<file path="src/rtl/tlrd_pkg.sv">
`timescale 1ns / 1ps
package tlrd_pkg;

  // Field widths fixed by the frame format
  localparam int unsigned BYTE_W       = 8;
  localparam int unsigned KIND_W       = 2;
  localparam int unsigned LIMIT_W      = 32;
  localparam int unsigned CFG_INDEX_W  = 8;

  // Default for the stored length width
  localparam int unsigned LENGTH_BITS_DEFAULT = 32;

  // Limit register reset values
  localparam logic [LIMIT_W-1:0] ID_LIMIT_RESET    = LIMIT_W'(16 * 1024 * 1024);
  localparam logic [LIMIT_W-1:0] QUERY_LIMIT_RESET = LIMIT_W'(64 * 1024 * 1024);

  // Configuration register indexes
  localparam logic [CFG_INDEX_W-1:0] REG_ID_LIMIT    = CFG_INDEX_W'(0);
  localparam logic [CFG_INDEX_W-1:0] REG_QUERY_LIMIT = CFG_INDEX_W'(1);

  // Result kinds
  localparam logic [KIND_W-1:0] KIND_ID_BYTE    = 2'd0;
  localparam logic [KIND_W-1:0] KIND_QUERY_BYTE = 2'd1;
  localparam logic [KIND_W-1:0] KIND_EMPTY      = 2'd2;
  localparam logic [KIND_W-1:0] KIND_OVERSIZE   = 2'd3;

  typedef logic [BYTE_W-1:0]      byte_t;
  typedef logic [KIND_W-1:0]      kind_t;
  typedef logic [LIMIT_W-1:0]     limit_t;
  typedef logic [CFG_INDEX_W-1:0] cfg_index_t;

endpackage

</file>
<file path="src/rtl/tlrd_if.sv">
`timescale 1ns / 1ps

// Raw byte stream channel
interface tlrd_byte_if;
  logic             valid;
  logic             ready;
  tlrd_pkg::byte_t  stream_byte;

  modport source (output valid, output stream_byte, input ready);
  modport sink   (input valid, input stream_byte, output ready);
endinterface

// Parsed result channel
interface tlrd_result_if;
  logic             valid;
  logic             ready;
  tlrd_pkg::kind_t  kind;
  tlrd_pkg::byte_t  payload_byte;
  logic             section_end;
  logic             frame_end;

  modport source (output valid, output kind, output payload_byte, output section_end,
                  output frame_end, input ready);
  modport sink   (input valid, input kind, input payload_byte, input section_end,
                  input frame_end, output ready);
endinterface

// Register write channel
interface tlrd_cfg_if;
  logic                 valid;
  logic                 ready;
  tlrd_pkg::cfg_index_t index;
  tlrd_pkg::limit_t     data;

  modport source (output valid, output index, output data, input ready);
  modport sink   (input valid, input index, input data, output ready);
endinterface

</file>
<file path="src/rtl/two_length_request_deframer.sv">
`timescale 1ns / 1ps
// A result is valid in the output register in the cycle after its byte transfer.
// Throughput: one byte per cycle unless a waiting result is held back; the output register
//   frees as it is taken, so a new byte is taken in the same cycle as the waiting result.
// Only the last header byte can give a result; bytes after an error give none.
// Reset (rst, synchronous): header phase, limits to 16 MiB and 64 MiB, output empty.
module two_length_request_deframer #(
  parameter int unsigned LENGTH_BITS = tlrd_pkg::LENGTH_BITS_DEFAULT
) (
  input  logic              clk,
  input  logic              rst,
  tlrd_byte_if.sink         stream,
  tlrd_result_if.source     result,
  tlrd_cfg_if.sink          cfg
);
  import tlrd_pkg::*;

  localparam int unsigned LB = LENGTH_BITS;

  // Phase codes
  localparam logic [1:0] PH_HEADER = 2'd0;
  localparam logic [1:0] PH_ID     = 2'd1;
  localparam logic [1:0] PH_QUERY  = 2'd2;
  localparam logic [1:0] PH_ERROR  = 2'd3;

  localparam logic [2:0] HDR_ID_FIRST    = 3'd0;
  localparam logic [2:0] HDR_QUERY_FIRST = 3'd4;
  localparam logic [2:0] HDR_LAST        = 3'd7;

  // State
  logic [1:0]    phase, phase_next;
  logic [2:0]    header_index, header_index_next;
  logic [LB-1:0] id_length, id_length_next;
  logic [LB-1:0] query_length, query_length_next;
  logic          id_ovf, id_ovf_next;
  logic          query_ovf, query_ovf_next;
  logic [LB-1:0] bytes_left, bytes_left_next;
  limit_t        id_limit, query_limit;

  // Output register
  logic   out_valid;
  kind_t  out_kind, kind_next;
  byte_t  out_byte, byte_next;
  logic   out_sec, sec_next;
  logic   out_frm, frm_next;
  logic   res_next;

  logic            in_xfer;
  logic [LB+7:0]   id_shift, query_shift;
  logic            oversize;
  logic            last_byte;
  byte_t           b;

  assign b          = stream.stream_byte;
  assign stream.ready = !out_valid || result.ready;
  assign in_xfer    = stream.valid && stream.ready;
  assign cfg.ready  = 1'b1;

  // Header shift: a length starts from zero on its first byte
  assign id_shift    = {((header_index == HDR_ID_FIRST) ? '0 : id_length), b};
  assign query_shift = {((header_index == HDR_QUERY_FIRST) ? '0 : query_length), b};
  assign last_byte   = (bytes_left[LB-1:1] == '0);

  // Per-byte parse step
  always_comb begin
    phase_next        = phase;
    header_index_next = header_index;
    id_length_next    = id_length;
    query_length_next = query_length;
    id_ovf_next       = id_ovf;
    query_ovf_next    = query_ovf;
    bytes_left_next   = bytes_left;
    res_next          = 1'b0;
    kind_next         = KIND_OVERSIZE;
    byte_next         = '0;
    sec_next          = 1'b0;
    frm_next          = 1'b0;
    oversize          = 1'b0;
    case (phase)
      PH_HEADER: begin
        if (header_index < HDR_QUERY_FIRST) begin
          id_length_next = id_shift[LB-1:0];
          id_ovf_next    = ((header_index == HDR_ID_FIRST) ? 1'b0 : id_ovf) ||
                           (id_shift[LB+7:LB] != '0);
        end else begin
          query_length_next = query_shift[LB-1:0];
          query_ovf_next    = ((header_index == HDR_QUERY_FIRST) ? 1'b0 : query_ovf) ||
                              (query_shift[LB+7:LB] != '0);
        end
        header_index_next = header_index + 3'd1;
        if (header_index == HDR_LAST) begin
          oversize = id_ovf || query_ovf_next ||
                     (LIMIT_W'(id_length) > id_limit) ||
                     (LIMIT_W'(query_length_next) > query_limit);
          if (oversize) begin
            phase_next = PH_ERROR;
            res_next   = 1'b1;
            kind_next  = KIND_OVERSIZE;
          end else if (id_length == '0 && query_length_next == '0) begin
            res_next  = 1'b1;
            kind_next = KIND_EMPTY;
            frm_next  = 1'b1;
          end else if (id_length != '0) begin
            phase_next      = PH_ID;
            bytes_left_next = id_length;
          end else begin
            phase_next      = PH_QUERY;
            bytes_left_next = query_length_next;
          end
        end
      end
      PH_ID, PH_QUERY: begin
        res_next  = 1'b1;
        kind_next = (phase == PH_ID) ? KIND_ID_BYTE : KIND_QUERY_BYTE;
        byte_next = b;
        if (!last_byte) begin
          bytes_left_next = bytes_left - LB'(1);
        end else if (phase == PH_ID && query_length != '0) begin
          phase_next      = PH_QUERY;
          bytes_left_next = query_length;
          sec_next        = 1'b1;
        end else begin
          phase_next      = PH_HEADER;
          bytes_left_next = '0;
          sec_next        = 1'b1;
          frm_next        = 1'b1;
        end
      end
      default: begin
        // error phase: input is dropped
        phase_next = PH_ERROR;
      end
    endcase
  end

  // Control state
  always_ff @(posedge clk) begin
    if (rst) begin
      phase        <= PH_HEADER;
      header_index <= '0;
      id_length    <= '0;
      query_length <= '0;
      id_ovf       <= 1'b0;
      query_ovf    <= 1'b0;
      bytes_left   <= '0;
    end else if (in_xfer) begin
      phase        <= phase_next;
      header_index <= header_index_next;
      id_length    <= id_length_next;
      query_length <= query_length_next;
      id_ovf       <= id_ovf_next;
      query_ovf    <= query_ovf_next;
      bytes_left   <= bytes_left_next;
    end
  end

  // Limit registers
  always_ff @(posedge clk) begin
    if (rst) begin
      id_limit    <= ID_LIMIT_RESET;
      query_limit <= QUERY_LIMIT_RESET;
    end else if (cfg.valid && cfg.ready) begin
      if (cfg.index == REG_ID_LIMIT) begin
        id_limit <= cfg.data;
      end else if (cfg.index == REG_QUERY_LIMIT) begin
        query_limit <= cfg.data;
      end
    end
  end

  // Output register
  always_ff @(posedge clk) begin
    if (rst) begin
      out_valid <= 1'b0;
    end else if (in_xfer && res_next) begin
      out_valid <= 1'b1;
    end else if (result.ready) begin
      out_valid <= 1'b0;
    end
  end

  always_ff @(posedge clk) begin
    if (in_xfer && res_next) begin
      out_kind <= kind_next;
      out_byte <= byte_next;
      out_sec  <= sec_next;
      out_frm  <= frm_next;
    end
  end

  assign result.valid        = out_valid;
  assign result.kind         = out_kind;
  assign result.payload_byte = out_byte;
  assign result.section_end  = out_sec;
  assign result.frame_end    = out_frm;

  // Checks
  a_error_sticky: assert property (@(posedge clk) disable iff (rst)
    phase == PH_ERROR |=> phase == PH_ERROR)
    else $error("error phase left without reset");

  a_no_result_in_error: assert property (@(posedge clk) disable iff (rst)
    (in_xfer && phase == PH_ERROR) |-> !res_next)
    else $error("result produced after oversize error");

  a_error_result_enters_error: assert property (@(posedge clk) disable iff (rst)
    (in_xfer && res_next && kind_next == KIND_OVERSIZE) |=> phase == PH_ERROR)
    else $error("oversize result without error phase");

  a_payload_count_live: assert property (@(posedge clk) disable iff (rst)
    (phase == PH_ID || phase == PH_QUERY) |-> bytes_left != '0)
    else $error("payload phase with no bytes left");

  a_header_count_phase: assert property (@(posedge clk) disable iff (rst)
    header_index != '0 |-> phase == PH_HEADER)
    else $error("header count running outside header phase");

endmodule
</file>
<file path="src/flat_wrapper.sv">
// flat-port wrapper written by rule: the top's interface ports become plain ports
module two_length_request_deframer_flat import tlrd_pkg::*;
#(
  parameter int unsigned LENGTH_BITS = tlrd_pkg::LENGTH_BITS_DEFAULT
)
  (clk, rst, stream_valid, stream_stream_byte, stream_ready, result_valid, result_kind, result_payload_byte, result_section_end, result_frame_end, result_ready, cfg_valid, cfg_index, cfg_data, cfg_ready);
  tlrd_byte_if stream_i ();
  tlrd_result_if result_i ();
  tlrd_cfg_if cfg_i ();
  input  logic clk;
  input  logic rst;
  input wire logic [$bits(stream_i.valid)-1:0] stream_valid;
  input wire logic [$bits(stream_i.stream_byte)-1:0] stream_stream_byte;
  output wire logic [$bits(stream_i.ready)-1:0] stream_ready;
  output wire logic [$bits(result_i.valid)-1:0] result_valid;
  output wire logic [$bits(result_i.kind)-1:0] result_kind;
  output wire logic [$bits(result_i.payload_byte)-1:0] result_payload_byte;
  output wire logic [$bits(result_i.section_end)-1:0] result_section_end;
  output wire logic [$bits(result_i.frame_end)-1:0] result_frame_end;
  input wire logic [$bits(result_i.ready)-1:0] result_ready;
  input wire logic [$bits(cfg_i.valid)-1:0] cfg_valid;
  input wire logic [$bits(cfg_i.index)-1:0] cfg_index;
  input wire logic [$bits(cfg_i.data)-1:0] cfg_data;
  output wire logic [$bits(cfg_i.ready)-1:0] cfg_ready;
  assign stream_i.valid = stream_valid;
  assign stream_i.stream_byte = stream_stream_byte;
  assign stream_ready = stream_i.ready;
  assign result_valid = result_i.valid;
  assign result_kind = result_i.kind;
  assign result_payload_byte = result_i.payload_byte;
  assign result_section_end = result_i.section_end;
  assign result_frame_end = result_i.frame_end;
  assign result_i.ready = result_ready;
  assign cfg_i.valid = cfg_valid;
  assign cfg_i.index = cfg_index;
  assign cfg_i.data = cfg_data;
  assign cfg_ready = cfg_i.ready;
  two_length_request_deframer #(.LENGTH_BITS(LENGTH_BITS)) u_core (.clk(clk), .rst(rst), .stream(stream_i), .result(result_i), .cfg(cfg_i));
endmodule
</file>
<file path="config.mk">
export PLATFORM = sky130hd
export DESIGN_NAME = two_length_request_deframer_flat
export DESIGN_NICKNAME = d
export VERILOG_FILES = /design/src/rtl/tlrd_pkg.sv /design/src/rtl/tlrd_if.sv /design/src/rtl/two_length_request_deframer.sv /design/src/flat_wrapper.sv
export SDC_FILE = /design/constraint.sdc
export NUM_CORES = 1
export LEC_CHECK = 0
export BUFFER_PORTS_ARGS = -buffer_cell sky130_fd_sc_hd__buf_2
export CORE_UTILIZATION = 55
export DETAILED_ROUTE_END_ITERATION = 7
export GPL_ROUTABILITY_DRIVEN = 0
export GPL_TIMING_DRIVEN = 0
export PLACE_DENSITY = 0.75
export SLEW_MARGIN = 20
export SYNTH_ARGS = -nofsm -noshare
export SYNTH_HDL_FRONTEND = slang
export SYNTH_SLANG_ARGS = --single-unit
</file>
<file path="constraint.sdc">
create_clock -name clk -period 3.95 [get_ports clk]
set_clock_uncertainty 0.05 [all_clocks]
set_input_delay 0.5925 -clock clk [delete_from_list [all_inputs] [get_ports clk]]
set_output_delay 0.5925 -clock clk [all_outputs]
set_load 0.02 [all_outputs]
</file>
==> flow_summary_export.csv <==
group,metric,value,unit
logic_synthesis,syn_inst,1340,
die,die_area,19400,um2
timing,finalMaxSlewViolations,0,
timing,fin_setup_tns,0,ns
timing,hold_viol_final,0,
die,rows,49,
pwr,p_leak,4.47,nW
drt,drtIter0Drc,1102,
die,ios,68,
clocking,cts_tree,"yes",
logic_synthesis,synthTopCellsByArea,"dfxtp_1 (33%), nand2_1 (9.2%), a21oi_1 (8.9%), ha_1 (8.6%), inv_1 (3.6%)",
logic_synthesis,seq_area_frac_synth,36.0,%
job,cap_viol_max_count,0,
grt,track_usage,36.2,%
logic_synthesis,yosysWarningCount,0,
min_path,hp-class,"in2reg",
layout,area_delta_synth_final,15.7,%
pwr,max-vdd-ir-drop,0.000315,V
logic_synthesis,syn_nets,1464,
grt,grt_pass1_wl,54.3,mm
pwr,sequentialPowerShare,44.7,%
placement,port_buffers,65,
logic_synthesis,syn_avg_cell_area,7.72,um2
logic_synthesis,yosysTopAreaCell,"dfxtp_1",
worst_setup_path,path_depth,14,
layout,diodes,0,
worst_setup_path,r2r_start,"u_core.header_index[2]$_SDFFE_PP0P_",
drt,num_vias,10700,
pwr,powerDensity,357,nW/um2
die,start_util,56.8,%
worst_setup_path,crit_path_end,"u_core.bytes_left[21]$_SDFFE_PP0P_",
pwr,total_power,4.27,mW
die,die_h,139,um
status,status,"finished with violations",
clocking,htreeDepth,4,
pwr,internal-power,3.06,mW
drt,detail_route.wl_per_cell,20.9,um
layout,finalNonFillerCells,1676,
logic_synthesis,ys.flop_type,"dfxtp_1",
timing,min_period_over_period,98.4,%
timing,setup_slack,0.0618,ns
drt,ant_nets,0,
worst_setup_path,arrival,4.21,ns
clocking,cts-root-buf,"clkbuf_16",
logic_synthesis,synth_area,10300,um2
die,core_area,18200,um2
logic_synthesis,synth_top_area_share,32.5,%
timing,fmax,257,MHz
clocking,cts_inserted_buffers,17,
worst_setup_path,cpMaxStageDelayCell,"or4_4",
worst_setup_path,r2r_cells,14,
drt,viasPerCell,6.37,
worst_setup_path,path_cells,"buf_6 > buf_6 > buf_8 > a21boi_0 > ha_1 > nand4_1 > or4_4 > o21bai_1 > o22ai_2 > nor2_4 > a32oi_4 > buf_2 > a211o_1 > a21oi_1",
worst_setup_path,worst_ep_required_time,4.27,ns
timing,worst_pin_slew,1.01,ns
worst_setup_path,crit_fanout,10,
placement,dpl_cell_area,11000,um2
layout,fin_util,65.7,%
worst_setup_path,regToRegSetupSlack,0.06,ns
clocking,clkLatencyLatePin,0.45,ns
layout,design_area,12000,um2
worst_setup_path,crit_path_end_kind,"flip-flop",
drt,drc,5,
grt,antenna_found_initial,0,
clocking,cts_buffer_depth,2,
timing,slew_headroom,31.8,%
timing,finalCriticalPeriod,3.89,ns
timing,whs,0.331,ns
clocking,clkTransAtPathRegs,0.08,ns
layout,final_nets,1558,
worst_setup_path,reg2reg_to,"u_core.bytes_left[21]$_SDFFE_PP0P_",
logic_synthesis,synthArstFlopShare,0,%
drt,drt-pass1-iter-count,8,
pwr,pwr-share-comb,13.0,%
worst_setup_path,critical_path.max_stage_delay,0.60,ns
grt,grt_start_max_net_pins,18,
worst_setup_path,startpoint,"u_core.header_index[2]$_SDFFE_PP0P_",
logic_synthesis,yosysMostFrequentCell,"nand2_1",
placement,dp_hpwl,25.8,mm
grt,grt_pass1_vias,9988,
worst_setup_path,crit_top_cell,"buf_6",
worst_setup_path,start_kind,"flip-flop",
drt,drt-total-wl,35.1,mm
grt,grt_overflow_total,0,
status,violations,"DRC",
placement,dp_cells,1634,
clocking,postCtsHoldBufs,0,
die,die_w,139,um
pwr,power_switching,1.21,mW
timing,finalSetupViolCount,0,
worst_setup_path,path_buf_inv,4,
clocking,cts.sinks,180,
logic_synthesis,synth_cell_types,67,
logic_synthesis,ys_ff_latch,180,
logic_synthesis,synth_common_cells,"nand2_1 (253), a21oi_1 (184), dfxtp_1 (168), inv_1 (100), nor2_1 (74)",
pwr,p_clk_share,42.3,%
worst_setup_path,cpLargestDelayFamily,"compound AO/OA/AOI/OAI gates",
layout,drive_gt1_share,12.6,%
placement,pre_cts_ws,-1.11,ns
logic_synthesis,synth_edf_count,12,
worst_setup_path,worst-setup-path-type,"reg2reg",
pwr,swShare,28.4,%
-- registers in the layout, summed over array words and instances (netlist names) --
register,count
u_core.bytes_left,32
u_core.header_index,3
u_core.id_length,32
u_core.id_limit,32
u_core.id_ovf,1
u_core.phase,2
u_core.query_length,32
u_core.query_limit,32
u_core.query_ovf,1
u_core.result.frame_end,1
u_core.result.kind,2
u_core.result.payload_byte,8
u_core.result.section_end,1
u_core.result.valid,1
-- layout make-up --
class	instances	area [um2]
inverters	100	375
well taps	229	287
multi-input cells	973	6090
flip-flops and latches	180	3720
plain buffers	88	470
clock buffers	19	454
repair buffers	74	404
clock inverters	13	164
fillers	1583	6240
-- tightest hold or removal path, cell delays in order --
cell and delay [ns]:
buf_2 0.11, nand2_1 0.05, a21oi_1 0.05
-- cell families (layout without fill, tap and decap cells) --
group           count (synthesis)  in the layout  synth area share (%)
simple gates                  511            511                  23.7
compound gates                358            359                  21.6
buf+inv                       188            294                  7.21
flops                         180            180                  36.0
fa+ha+maj                      71             71                  8.59
xor+xnor                       21             21                  1.78
mux                            10             10                  1.08
other cells                     1              1                0.0362
-- power groups by stage --
stage               sequential (mW)  combinational (mW)  clock, mW
global route                   1.91               0.592       1.88
floorplan                      1.92               0.319          0
finish                         1.91               0.557       1.81
global placement               1.94               0.472          0
CTS                            1.90               0.511       1.79
detailed placement             1.94               0.481          0
-- how the worst min path moves through the flow --
stage	depth (start not counted)	endpoint	slack [ns]	start
final	3	u_core.query_limit[21]$_SDFFE_PP0P_	0.33	cfg_data[21]
after detailed placement	2	u_core.id_limit[3]$_SDFFE_PP0P_	0.40	u_core.id_limit[3]$_SDFFE_PP0P_
after global routing	3	u_core.query_limit[17]$_SDFFE_PP0P_	0.34	cfg_data[17]
after CTS	3	u_core.id_limit[19]$_SDFFE_PP0P_	0.34	cfg_data[19]
after global placement	2	u_core.query_limit[17]$_SDFFE_PP0P_	0.39	u_core.query_limit[17]$_SDFFE_PP0P_
after floorplan	2	u_core.id_limit[10]$_SDFFE_PP0P_	0.39	u_core.id_limit[10]$_SDFFE_PP0P_
-- layer usage --
metal | vias to the layer above | share of wire (%) | GRT usage (%)
met3 | 170 | 9.8 | 7.39
met2 | 671 | 44 | 56.3
met1 | 4916 | 40 | 47.4
met5 | - | 0 | 0
li1 | 4921 | - | -
met4 | 0 | 5.8 | 19.0
-- layout by cell type (no fill, tap or decap), drive strengths merged, types with 12 or more instances in the layout --
master  Yosys  layout
a211oi     38      38
edfxtp     12      12
ha         71      71
buf        20      99
nor2       74      74
clkbuf     68      82
nand2     254     254
xor2       13      13
a31oi      13      13
a211o      19      19
o22ai      13      13
nand3b     39      39
a221oi     16      16
nand3      13      13
nor3       22      22
a21oi     185     185
nand2b     12      12
dfxtp     168     168
o21ai      33      33
nand4      21      21
nor4       31      31
inv       100     106
-- timing repair --
action / in CTS / in global routing
resized for setup: 43 / 47
pin swaps: 4 / 12
gates cloned: 3 / 2
setup endpoints to repair: 49 / 48
setup buffers: 2 / 3
endpoints found under the hold margin: 0 / 0
Note: power is estimated with default switching activity, not from simulation.
